==> config.mk <==
export PLATFORM = sky130hd
export DESIGN_NAME = wis_front
export DESIGN_NICKNAME = d
export VERILOG_FILES = /design/src/rtl/wis_pkg.sv /design/src/rtl/wis_front.sv
export SDC_FILE = /design/constraint.sdc
export NUM_CORES = 1
export LEC_CHECK = 0
export BUFFER_PORTS_ARGS = -buffer_cell sky130_fd_sc_hd__buf_4
export CORE_MARGIN = 2
export CORE_UTILIZATION = 30
export CTS_CLUSTER_SIZE = 12
export DETAILED_ROUTE_END_ITERATION = 8
export HOLD_SLACK_MARGIN = 0.08
export PLACE_DENSITY = 0.65
export SETUP_SLACK_MARGIN = 0.2
export SYNTH_ARGS = -nofsm -noshare
export SYNTH_HDL_FRONTEND = slang
export SYNTH_SLANG_ARGS = --single-unit
==> constraint.sdc <==
create_clock -name aclk -period 3 [get_ports aclk]
set_input_delay 0.3 -clock aclk [delete_from_list [all_inputs] [get_ports aclk]]
set_output_delay 0.3 -clock aclk [all_outputs]
set_load 0.03 [all_outputs]
==> src/rtl/wis_pkg.sv <==
`default_nettype none

package wis_pkg;

    // Job store depth and derived index widths
    localparam int unsigned MAX_JOBS    = 1024;
    localparam int unsigned WIS_IDX_W   = $clog2(MAX_JOBS);
    localparam int unsigned WIS_CNT_W   = $clog2(MAX_JOBS + 1);

    // Field widths
    localparam int unsigned WIS_TIME_W  = 32;
    localparam int unsigned WIS_VALUE_W = 16;
    localparam int unsigned WIS_TOTAL_W = 26;
    localparam int unsigned WIS_SUM_W   = WIS_TOTAL_W + 1;

    // Command queue between front and back
    localparam int unsigned WIS_QDEPTH  = 2;
    localparam int unsigned WIS_QPTR_W  = $clog2(WIS_QDEPTH);
    localparam int unsigned WIS_QCNT_W  = $clog2(WIS_QDEPTH + 1);

    typedef enum logic [1:0] {
        WIS_ST_OK    = 2'd0,
        WIS_ST_ORDER = 2'd1,
        WIS_ST_FULL  = 2'd2
    } wis_status_t;

    typedef struct packed {
        logic                   first_of_set;
        logic [WIS_TIME_W-1:0]  start_time;
        logic [WIS_TIME_W-1:0]  finish_time;
        logic [WIS_VALUE_W-1:0] job_value;
    } wis_in_t;

    typedef struct packed {
        logic [WIS_TOTAL_W-1:0] best_total;
        wis_status_t            status;
    } wis_out_t;

    typedef enum logic [2:0] {
        WIS_IDLE,
        WIS_SEARCH,
        WIS_TOT_RD,
        WIS_ADD,
        WIS_FINISH,
        WIS_RESP
    } wis_state_t;

endpackage

`default_nettype wire

==> src/rtl/wis_front.sv <==
`default_nettype none

// Input side: takes job transfers into a short command queue so the
// input stays open while the search engine is busy.
module wis_front (
    input  wire logic           aclk,
    input  wire logic           aresetn,
    input  wire logic           s_valid,
    output logic                s_ready,
    input  wis_pkg::wis_in_t    s_payload,
    output logic                cmd_valid,
    input  wire logic           cmd_ready,
    output wis_pkg::wis_in_t    cmd
);
    import wis_pkg::*;

    wis_in_t               q_reg [WIS_QDEPTH];
    logic [WIS_QPTR_W-1:0] wr_ptr_reg, wr_ptr_next;
    logic [WIS_QPTR_W-1:0] rd_ptr_reg, rd_ptr_next;
    logic [WIS_QCNT_W-1:0] cnt_reg, cnt_next;
    logic                  push, pop;

    // Queue status
    assign s_ready   = (cnt_reg != WIS_QCNT_W'(WIS_QDEPTH));
    assign cmd_valid = (cnt_reg != '0);
    assign cmd       = q_reg[rd_ptr_reg];
    assign push      = s_valid && s_ready;
    assign pop       = cmd_valid && cmd_ready;

    // Pointer and fill count update
    always_comb begin
        wr_ptr_next = wr_ptr_reg;
        rd_ptr_next = rd_ptr_reg;
        cnt_next    = cnt_reg;
        if (push) begin
            wr_ptr_next = (wr_ptr_reg == WIS_QPTR_W'(WIS_QDEPTH - 1)) ? '0
                                                                       : wr_ptr_reg + 1'b1;
        end
        if (pop) begin
            rd_ptr_next = (rd_ptr_reg == WIS_QPTR_W'(WIS_QDEPTH - 1)) ? '0
                                                                       : rd_ptr_reg + 1'b1;
        end
        if (push && !pop) begin
            cnt_next = cnt_reg + 1'b1;
        end else if (pop && !push) begin
            cnt_next = cnt_reg - 1'b1;
        end
    end

    always_ff @(posedge aclk) begin
        if (!aresetn) begin
            wr_ptr_reg <= '0;
            rd_ptr_reg <= '0;
            cnt_reg    <= '0;
        end else begin
            wr_ptr_reg <= wr_ptr_next;
            rd_ptr_reg <= rd_ptr_next;
            cnt_reg    <= cnt_next;
        end
    end

    // Queue entries
    always_ff @(posedge aclk) begin
        if (push) begin
            q_reg[wr_ptr_reg] <= s_payload;
        end
    end

endmodule

`default_nettype wire

### After elaboration in Yosys (flattened, before gate mapping)

Memories as Yosys holds them, arrays and structs flattened. A register that Yosys moved wholly into a read port is not among the register bits.
Cells that the tools add are included.

| operators by class | value |
|---|---|
| add/sub/neg operators | 4 |
| equal/unequal tests | 1 |
| muxes and demuxes | 8 |
| reduce and logical (&&, ||, !) cells | 8 |

Operators with widths:

| operator | number |
|---|---|
| 1-bit 2-to-1 mux | 6 |
| 1-bit logical AND | 4 |
| 2-bit 2-to-1 mux | 2 |
| 2-bit nonzero test | 2 |
| 1-bit adder, second input constant | 2 |
| 2-bit by 1-bit adder with 2-bit output, second input constant | 1 |
| 1-bit logical NOT | 2 |
| 2-bit != test, second input constant | 1 |
| 2-bit by 1-bit subtractor with 2-bit output, second input constant | 1 |

| word-level totals | value |
|---|---|
| register bits after elaboration | 4 |
| bits in writable memories | 162 |
| word-level logic and storage cells | 25 |
| memories | 1 |

Memory list:

| memory | words | width | read ports | clocked after memory_dff | write ports | line | source |
|---|---|---|---|---|---|---|---|
| q_reg | 2 | 81 | 1 | 1 | 1 | wis_front.sv:17 | `wis_in_t q_reg [WIS_QDEPTH];` |

### Longest topological paths before layout

Gate-level depths: netlist of the first run.

| logic depth | value |
|---|---|
| word-level depth | 6 |
| gate-level depth with buffers | 6 |
| gate-level depth less buffers | 6 |

### Least setup slack after synthesis of the first run

No wires, ideal clock.

| path | value |
|---|---|
| kind | register to register |
| start | register cnt_reg[0] |
| end | memory q_reg[1][0] (netlist bit) (enable) |
| arrival time | 2.569 ns |
| slack | -0.018 ns |
| cell stages (with the launch flop) | 3 |
| path buffers | 0 |
| path through | dfxtp_1 -> nand2b_4 -> and3_1 |

| on the way | value |
|---|---|
| cells in the longest elaborated chain, start to end | 4 |

Ends and longest elaborated chain:

| item | line | source |
|---|---|---|
| start: declaration | wis_front.sv:20 | `logic [WIS_QCNT_W-1:0] cnt_reg, cnt_next;` |
| start signal: assignment | wis_front.sv:58 | `cnt_reg <= cnt_next;` |
| 2-bit != test | wis_front.sv:24 | `assign s_ready = (cnt_reg != WIS_QCNT_W'(WIS_QDEPTH));` |
| net s_ready | wis_front.sv:9 | `output logic s_ready,` |
| 1-bit logical AND | wis_front.sv:27 | `assign push = s_valid && s_ready;` |
| 1-bit 2-to-1 mux | wis_front.sv:64 | `if (push) begin` |
| 1-bit 2-to-1 mux (not written as such) | wis_front.sv:65 | `q_reg[wr_ptr_reg] <= s_payload;` |
| end: declaration | wis_front.sv:17 |  |

The timed path passes the listed nets, and every way through them passes these cells.

==> results.txt, run 1 <==
Crit. End Element: output port
r2r startpoint: cnt_reg[0]
slew margin rel.: 58.0%
most common cell in the netlist: edfxtp_1
tightest hold margin: 0.126 ns
post-route minimum period: 2.30 ns
Max Clk Rate: 435 MHz
DR pass1 iterations: 4
Worst Hold Class: input pin to register
Yosys top cell by area: edfxtp_1
register area share after synthesis: 81.6%
syn nets: 362
worst skew pair latency: 0.41 ns
Final Core Density: 45.2%
Num CTS Buffers: 17
Post-synth EDFFs: 162
antenna cell count: 0
Max Used Layer: met4
largest cells by area after synthesis: edfxtp_1 80%, mux2_2 15%, dfxtp_1 1.6%, buf_4 0.99%, and2_1 0.41%
area grow syn2layout: 49.0%
flop2flop setup slack: 1.15 ns
status: complete, no violations
hpwl dp: 7690 um
Die H: 146 um
M1 WL: 5160 um
Cell Rows: 52
CTS tree: done
clk buf depth: 2
Nets: 624
crit start category: register
Met3 Wirelength: 595 um
H-tree Lvls: 4
gr ovfl total: 0
Cell Chain, Critical Path: buf_12 > mux2_2 > buf_4
max cap viols: 0
Iter 0 DRT Violations: 125
crit path DAT: 2.00 ns
Switching Fraction: 31.3%
Worst Hold Endpoint: rd_ptr_reg
post-place instance area: 7680 um2
Finish-stage setup viols: 0
LEAKAGE: 3.35 nW
yosys warns: 0
Critical Path RT: 2.70 ns
DP Worst Slack: 1.10 ns
vias in the first global route: 3,656
total global-route track usage: 11.7%
number of I/O port buffers: 167
Crit-path slowest cell: dfxtp_4
Chip Width: 146 um
post-route cell area: 9060 um2
pin count of the biggest net entering global routing: 51
Yosys reg bits: 167
list of most frequent post-synthesis cells: 162 x edfxtp_1, 81 x mux2_2, 8 x buf_4
WL final: 12,400 um
# clock sinks: 167
sw power: 0.00235 W
clock-pin slew on the worst setup and hold paths: 0.06 ns
CP top delay family: flip-flops
Comb pwr share: 31.2%
main flop type after synthesis: edfxtp_1
Max Slew Vio Count: 0
CTS root buf: clkbuf_16
antenna violations before repair: 0
register share of total power: 40.6%
Max Clock Skew: 0.00817 ns
Worst R2R End: q_reg[1][66]
post-DR wirelength/cell: 15.1 um
layout cells sized above 1: 52.3%
IO Pins: 168
Vias/cell: 4.16
Min-Delay Path Depth: 2
synthesized netlist cell count: 276
Placer Congestion: 0.689
Hold Crit Start: aresetn
top cell type's share of synthesized area: 80.0%
Core Box Area: 20,000 um2
Peak VDD IR: 0.556 mV
CP max stage delay: 0.65 ns
min setup slack post-route: 0.702 ns
Pwr Density: 830 nW/um2
final hold viol count: 0
asr flop ratio synth: 0%
CP max FO: 49
RSZ-0062 raised after global routing: false
met2 WL: 6540 um
critical path class: register to output port
Setup TNS: 0 ns
Buf/Inv on CP: 2
internal power: 0.00517 W
final worst-path cycle share: 76.6%
via count: 3,418
post-synthesis cell area: 6080 um2
first-pass GRT wire length: 19,100 um
die footprint: 21,400 um2
max reg flops: 162
Initial Util: 30.4%
clock power share: 28.1%
syn_area_per_cell: 22.0 um2
Synth cell types: 20
Detail Route Antenna Nets: 0
DRC: 0
Worst Max-Slew Pin Slew: 0.630 ns
worst reg2reg path depth: 3
[how the worst max path moves through the flow]
stage / from / end / cells after the start
3_5_place_dp: register / cmd[39] / 3
3_3_place_gp: register / cmd[19] / 3
2_1_floorplan: cnt_reg[0] / q_reg[0][0] / 3
6_report: register / cmd[10] / 3
4_1_cts: register / cmd[17] / 3
5_1_grt: register / cmd[65] / 3
[routing by layer]
layer | track usage (%) | vias to the layer above
met5 | 0 | -
met4 | 3.88 | 0
met3 | 3.44 | 9
met2 | 20.8 | 110
met1 | 13.5 | 1684
li1 | - | 1615
[cell type report]
class,instances,area (um2)
Fill cell,1769,11000
Timing Repair Buffer,252,2120
Sequential cell,167,4970
Clock inverter,13,145
Tap cell,270,338
Clock buffer,19,433
Multi-Input combinational cell,99,1060
Inverter,1,5.00
[worst register-to-register path: stages, from the launching register on]
cell	delay, ns
dfxtp_1	0.43
nand2b_4	0.19
and3_4	0.51
buf_12	0.38
[per-stage QoR]
step / instances / total power [W]
after floorplan: 276 / 0.00458
after global placement: 708 / 0.00537
after detailed placement: 708 / 0.00540
after CTS: 821 / 0.00763
after global routing: 821 / 0.00785
final: 821 / 0.00752
[what timing repair did]
action                                 CTS  global route
buffers inserted                         0             0
endpoints found under the hold margin  162             0
resized for setup                        0             0
hold buffers                            81             0
[power by group through the flow]
stage	clock network, W	logic, W	registers [W]
final	0.00212	0.00235	0.00306
after global routing	0.00228	0.00248	0.00309
after floorplan	0	0.00155	0.00303
after detailed placement	0	0.00229	0.00311
after global placement	0	0.00228	0.00309
after CTS	0.00218	0.00239	0.00306
[cells by family after synthesis]
group / count (synthesis) / synth area share [%]
compound gates: 5 / 0.576
flops: 167 / 81.6
mux: 81 / 15.0
simple gates: 9 / 1.07
buf+inv: 10 / 1.13
xor+xnor: 3 / 0.432
fa+ha+maj: 1 / 0.206
[cell usage in the layout (no fill, tap or decap), types with 3 or more instances in the layout]
cell,synthesis,layout
and2_1,4,4
buf_4,8,169
clkbuf_16,0,17
clkinv_2,0,3
clkinvlp_4,0,3
dfxtp_1,5,4
dlygate4sd3_1,0,81
edfxtp_1,162,162
inv_6,0,4
mux2_2,81,81
Note: power is estimated with default switching activity, not from simulation.
==> inputs of run 2 (changes only) <==
Settings changed: ABC_AREA set to 1, PLACE_DENSITY 0.65 to 0.64.
Clock period 3 ns to 2.1 ns, I/O delays scaled along.
==> run 2 against run 1 <==
Via count is 1.5% higher. Routed wire length is 2.4% higher. Global-route usage is 0.65 points lower. Register-to-register slack worse by 0.54 ns. Clock power is 50% higher. Clock skew hardly changed. Sequential share of layout area is 2.4 points lower. Combinational power is 53% higher. Worst setup slack worse by 0.46 ns. First-iteration DRC count is 5.6% higher. Flip-flop and latch count stayed put. Hold slack better by 0.058 ns. Critical path type unchanged. Highest routed layer unchanged.
==> results.txt, run 2 <==
status: complete, no violations
Max Clock Skew: 0.00842 ns (+0.000255 ns)
final worst-path cycle share: 88.3%
register area share after synthesis: 76.5% (-5.1 points)
Worst Hold Endpoint: wr_ptr_reg
clock-pin slew on the worst setup and hold paths: 0.07 ns (about the same)
post-synthesis cell area: 6490 um2 (+6.6%)
top cell type's share of synthesized area: 75.0% (-5.0 points)
Finish-stage setup viols: 0 (unchanged)
pin count of the biggest net entering global routing: 67 (+31%)
gr ovfl total: 0 (unchanged)
Max Clk Rate: 539 MHz
Yosys reg bits: 167 (unchanged)
Peak VDD IR: 0.533 mV (-4.2%)
area grow syn2layout: 46.2%
Synth cell types: 15 (-25%)
flop2flop setup slack: 0.61 ns (-0.54 ns)
RSZ-0062 raised after global routing: true
max reg flops: 162 (unchanged)
post-DR wirelength/cell: 15.1 um (-0.37%)
Worst R2R End: q_reg[0][13]
r2r startpoint: cnt_reg[0]
Min-Delay Path Depth: 4 (+2)
list of most frequent post-synthesis cells: 162 x edfxtp_1, 80 x mux2_4, 9 x nand2_1
asr flop ratio synth: 0% (unchanged)
WL final: 12,700 um (+2.4%)
commonest non-fill, non-tap cell in the layout: buf_4
slew margin rel.: 70.1% (+12 points)
critical path class: register to output port
Detail Route Antenna Nets: 0 (unchanged)
Placer Congestion: 0.683 (-0.87%)
Max Slew Vio Count: 0 (unchanged)
Chip Width: 151 um (+3.2%)
main flop type after synthesis: edfxtp_1
largest cells by area after synthesis: edfxtp_1 75%, mux2_4 19%, buf_12 2.5%, dfxtp_1 1.5%, nand2_1 0.52%
max cap viols: 0 (unchanged)
H-tree Lvls: 4 (unchanged)
LEAKAGE: 3.73 nW (+11%)
synthesized netlist cell count: 289 (+4.7%)
Pwr Density: 1170 nW/um2 (+41%)
Core Box Area: 21,200 um2 (+5.6%)
Setup TNS: 0 ns (unchanged)
Vias/cell: 4.11 (-1.3%)
worst reg2reg path depth: 5 (+2)
final hold viol count: 0 (unchanged)
Initial Util: 30.7% (+0.31 points)
Yosys top cell by area: edfxtp_1
CP max FO: 37 (-24%)
syn_area_per_cell: 22.5 um2 (+1.8%)
syn nets: 375 (+3.6%)
Fill cells: 1,791 (+1.2%)
antenna cell count: 0 (unchanged)
worst skew pair latency: 0.41 ns (about the same)
Num CTS Buffers: 17 (unchanged)
Nets: 642 (+2.9%)
DR pass1 iterations: 4 (unchanged)
most frequent cells in the layout: 171 x buf_4, 162 x edfxtp_1, 82 x dlygate4sd3_1
most common cell in the netlist: edfxtp_1
yosys warns: 0 (unchanged)
number of I/O port buffers: 167 (unchanged)
hpwl dp: 8170 um (+6.2%)
IO Pins: 168 (unchanged)
crit path DAT: 1.64 ns (-0.36 ns)
Post-synth EDFFs: 162 (unchanged)
Iter 0 DRT Violations: 132 (+5.6%)
die footprint: 22,800 um2 (+6.5%)
total global-route track usage: 11.0% (-0.65 points)
Worst Hold Class: input pin to register
Crit. End Element: output port
clk buf depth: 2 (unchanged)
vias in the first global route: 3,694 (+1.0%)
# clock sinks: 167 (unchanged)
first-pass GRT wire length: 18,800 um (-1.6%)
Worst Max-Slew Pin Slew: 0.449 ns (-0.181 ns)
antenna violations before repair: 0 (unchanged)
CTS tree: done
Hold Crit Start: s_valid
crit start category: register
layout cells sized above 1: 51.5% (-0.77 points)
DRC: 0 (unchanged)
Cell Rows: 53 (+1.9%)
Critical Path RT: 1.89 ns (-0.81 ns)
post-route minimum period: 1.85 ns
Design Power: 0.0111 W (+48%)
Die H: 151 um (+3.2%)
CTS root buf: clkbuf_16
via count: 3,468 (+1.5%)
-- run 2: cell count changes in the layout (fill, tap and decap cells not counted), sizes merged, moves of 2 or more --
cell / previous run / this run
a21boi: 2 / 0
and2: 4 / 0
buf: 171 / 175
clkbuf: 19 / 17
clkinvlp: 3 / 1
inv: 4 / 13
nand2: 0 / 9
nor2: 0 / 8
xnor2: 2 / 0
-- run 2: per-layer routing --
layer	up-vias	part of all wire (%)	wire (um)	track usage [%]
met1	1691	42	5360	12.8
li1	1656	-	-	-
met4	0	1.3	168	4.35
met5	-	0	0	0
met3	13	5.3	669	3.37
met2	108	51	6530	19.1
-- run 2: worst max path at each step --
stage,startpoint,end,cells past startpoint
after CTS,register,cmd[60],3
after global routing,register,cmd[41],3
after global placement,register,cmd[60],3
after floorplan,cnt_reg[0],q_reg[0][0],4
final,register,cmd[41],3
after detailed placement,register,cmd[60],3
-- run 2: logic make-up after synthesis --
family	after synthesis	synth area share, %
flops	167	76.5
mux	81	18.7
simple gates	19	1.16
buf+inv	17	3.10
compound gates	4	0.347
fa+ha+maj	1	0.193
-- run 2: worst max-delay path: stages (launching register included) --
cell and delay [ns]:
dfxtp_4 0.40, buf_12 0.27, mux2_4 0.34, buf_4 0.17
-- run 2: cell type report --
class / count / area, um2 / share of cell area [%]
Clock buffer: 17 / 425 / 4.48
Sequential cell: 167 / 4970 / 52.4
Timing Repair Buffer: 257 / 2190 / 23.1
Clock inverter: 15 / 175 / 1.85
Multi-Input combinational cell: 105 / 1350 / 14.3
Tap cell: 275 / 344 / 3.63
Inverter: 8 / 30.0 / 0.316
-- run 2: where the power goes --
group          switching (W)  internal, W  leakage, nW
Sequential          0.000139      0.00422         1.55
Combinational        0.00197      0.00163         1.88
Clock                0.00129      0.00188        0.295
-- run 2: stage by stage --
stage               worst slack (ns)  std cells  hold slack, ns  utilization (%)  cell area, um2
floorplan                     -0.125        289           0.309                -            6520
global placement               0.503        728           0.395             38.0            8050
detailed placement             0.504        728           0.398             38.0            8050
CTS                            0.215        844           0.165             44.9            9490
global route                   0.176        844           0.197             44.9            9490
finish                         0.246        844           0.185             44.9            9490
-- run 2: what timing repair did --
| action | in CTS | in global routing |
|---|---|---|
| hold buffers | 82 | 0 |
| hold endpoints to repair | 167 | 0 |
| gates cloned | 0 | 0 |
| buffers inserted | 2 | 0 |
| setup endpoints to repair | 69 | 28 |
| gates resized for setup | 1 | 0 |
==> inputs of run 3 (changes only) <==
Settings changed: MAX_ROUTING_LAYER set to met4.
==> run 3 against run 2 <==
Largest power group unchanged. Register-to-register slack about the same. Fmax about the same. Clock power barely moved. Via count is 0.23% higher. Final area about the same. First-iteration DRC count up 5.3%.
==> results.txt, run 3 (synthesized netlist as in run 2, its figures left out) <==
Iter 0 DRT Violations: 139 (+5.3%)
critical path class: register to output port
Met3 Wirelength: 608 um (-9.1%)
tightest hold margin: 0.187 ns (+0.00173 ns)
via count: 3,476 (+0.23%)
min setup slack post-route: 0.247 ns (+0.00109 ns)
slew margin rel.: 69.8% (-0.29 points)
Die H: 151 um (unchanged)
gr ovfl total: 0 (unchanged)
antenna violations before repair: 0 (unchanged)
Detail Route Antenna Nets: 0 (unchanged)
worst skew pair latency: 0.41 ns (about the same)
DR pass1 iterations: 4 (unchanged)
Max Clk Rate: 540 MHz (about the same)
Seq. cell area: 4970 um2 (unchanged)
post-DR wirelength/cell: 15.1 um (+0.12%)
antenna cell count: 0 (unchanged)
Max Clock Skew: 0.00710 ns (-0.00133 ns)
Critical Path RT: 1.89 ns (about the same)
post-route cell area: 9500 um2 (about the same)
max reg flops: 162 (unchanged)
H-tree Lvls: 4 (unchanged)
first-pass GRT wire length: 18,800 um (about the same)
Num CTS Buffers: 17 (unchanged)
Vias/cell: 4.12 (+0.23%)
# clock sinks: 167 (unchanged)
Chip Width: 151 um (unchanged)
Finish-stage setup viols: 0 (unchanged)
Nets: 642 (unchanged)
RSZ-0062 raised after global routing: true
status: complete, no violations
commonest non-fill, non-tap cell in the layout: buf_4
Pwr Density: 1170 nW/um2 (about the same)
DRC: 0 (unchanged)
CP max FO: 37 (unchanged)
met2 WL: 6640 um (+1.6%)
clock-pin slew on the worst setup and hold paths: 0.07 ns (about the same)
final hold viol count: 0 (unchanged)
Hold Crit Start: s_valid
IO Pins: 168 (unchanged)
die footprint: 22,800 um2 (unchanged)
r2r startpoint: cnt_reg[0]
hpwl dp: 8170 um (unchanged)
final worst-path cycle share: 88.2% (about the same)
most frequent cells in the layout: 171 x buf_4, 162 x edfxtp_1, 82 x dlygate4sd3_1
Crit. End Element: output port
Cell Rows: 53 (unchanged)
LEAKAGE: 3.73 nW (about the same)
crit start category: register
total global-route track usage: 11.4% (+0.35 points)
Initial Util: 30.7% (unchanged)
Max Used Layer: met4
CTS tree: done
Worst Hold Class: input pin to register
Core Box Area: 21,200 um2 (unchanged)
max cap viols: 0 (unchanged)
pin count of the biggest net entering global routing: 67 (unchanged)
Peak VDD IR: 0.533 mV (about the same)
M1 WL: 5390 um (+0.43%)
Multi-input gate area: 1350 um2 (unchanged)
area grow syn2layout: 46.4% (about the same)
post-place instance area: 8050 um2 (unchanged)
WL final: 12,800 um (+0.12%)
Placer Congestion: 0.690 (+1.0%)
Setup TNS: 0 ns (unchanged)
number of I/O port buffers: 167 (unchanged)
layout cells sized above 1: 51.5% (unchanged)
Max Slew Vio Count: 0 (unchanged)
Worst Max-Slew Pin Slew: 0.453 ns (+0.00435 ns)
DP Worst Slack: 0.504 ns (unchanged)
Fill cells: 1,791 (unchanged)
post-route minimum period: 1.85 ns (-0.00109 ns)
vias in the first global route: 3,703 (+0.24%)
CTS root buf: clkbuf_16
crit path DAT: 1.64 ns (about the same)
clk buf depth: 2 (unchanged)
[run 3: final cells by class]
type / instances / share of cell area (%)
clock buffer: 17 / 4.48
clock inverter: 15 / 1.84
inverter: 8 / 0.316
multi-input combinational: 105 / 14.2
sequential: 167 / 52.3
tap: 275 / 3.62
timing repair buffer: 257 / 23.2
[run 3: layer usage]
metal  up-vias  GRT usage, %
met2       113          19.1
met3        12          3.04
met5         -             -
met4         0          4.35
met1      1695          13.1
li1       1656             -
[run 3: worst paths after layout]
path,to,slack (ns),cells past startpoint
max,cmd[41],0.25,3
min,wr_ptr_reg,0.19,4
max reg2reg,q_reg[0][13],0.61,5
min reg2reg,rd_ptr_reg,0.52,2
[run 3: report_power, final]
group          switching, W  internal, W  leakage, nW
combinational       0.00197      0.00164         1.88
sequential         0.000141      0.00422         1.55
clock               0.00128      0.00188        0.295
[run 3: per-stage QoR]
stage	utilization, %	instances	total power [W]
3_5_place_dp	38.0	728	0.00793
3_3_place_gp	38.0	728	0.00786
2_1_floorplan	-	289	0.00691
4_1_cts	44.9	844	0.0113
5_1_grt	44.9	844	0.0116
6_report	44.9	844	0.0111
[run 3: worst max-delay path: stages (launching register included)]
cell	delay [ns]
dfxtp_4	0.41
buf_16	0.26
mux2_4	0.34
buf_4	0.17
[run 3: repair_timing]
| action | CTS | global route |
|---|---|---|
| hold buffers | 82 | 0 |
| setup endpoints to repair | 69 | 28 |
| buffers inserted | 2 | 0 |
| endpoints found under the hold margin | 167 | 0 |
| resized for setup | 1 | 1 |
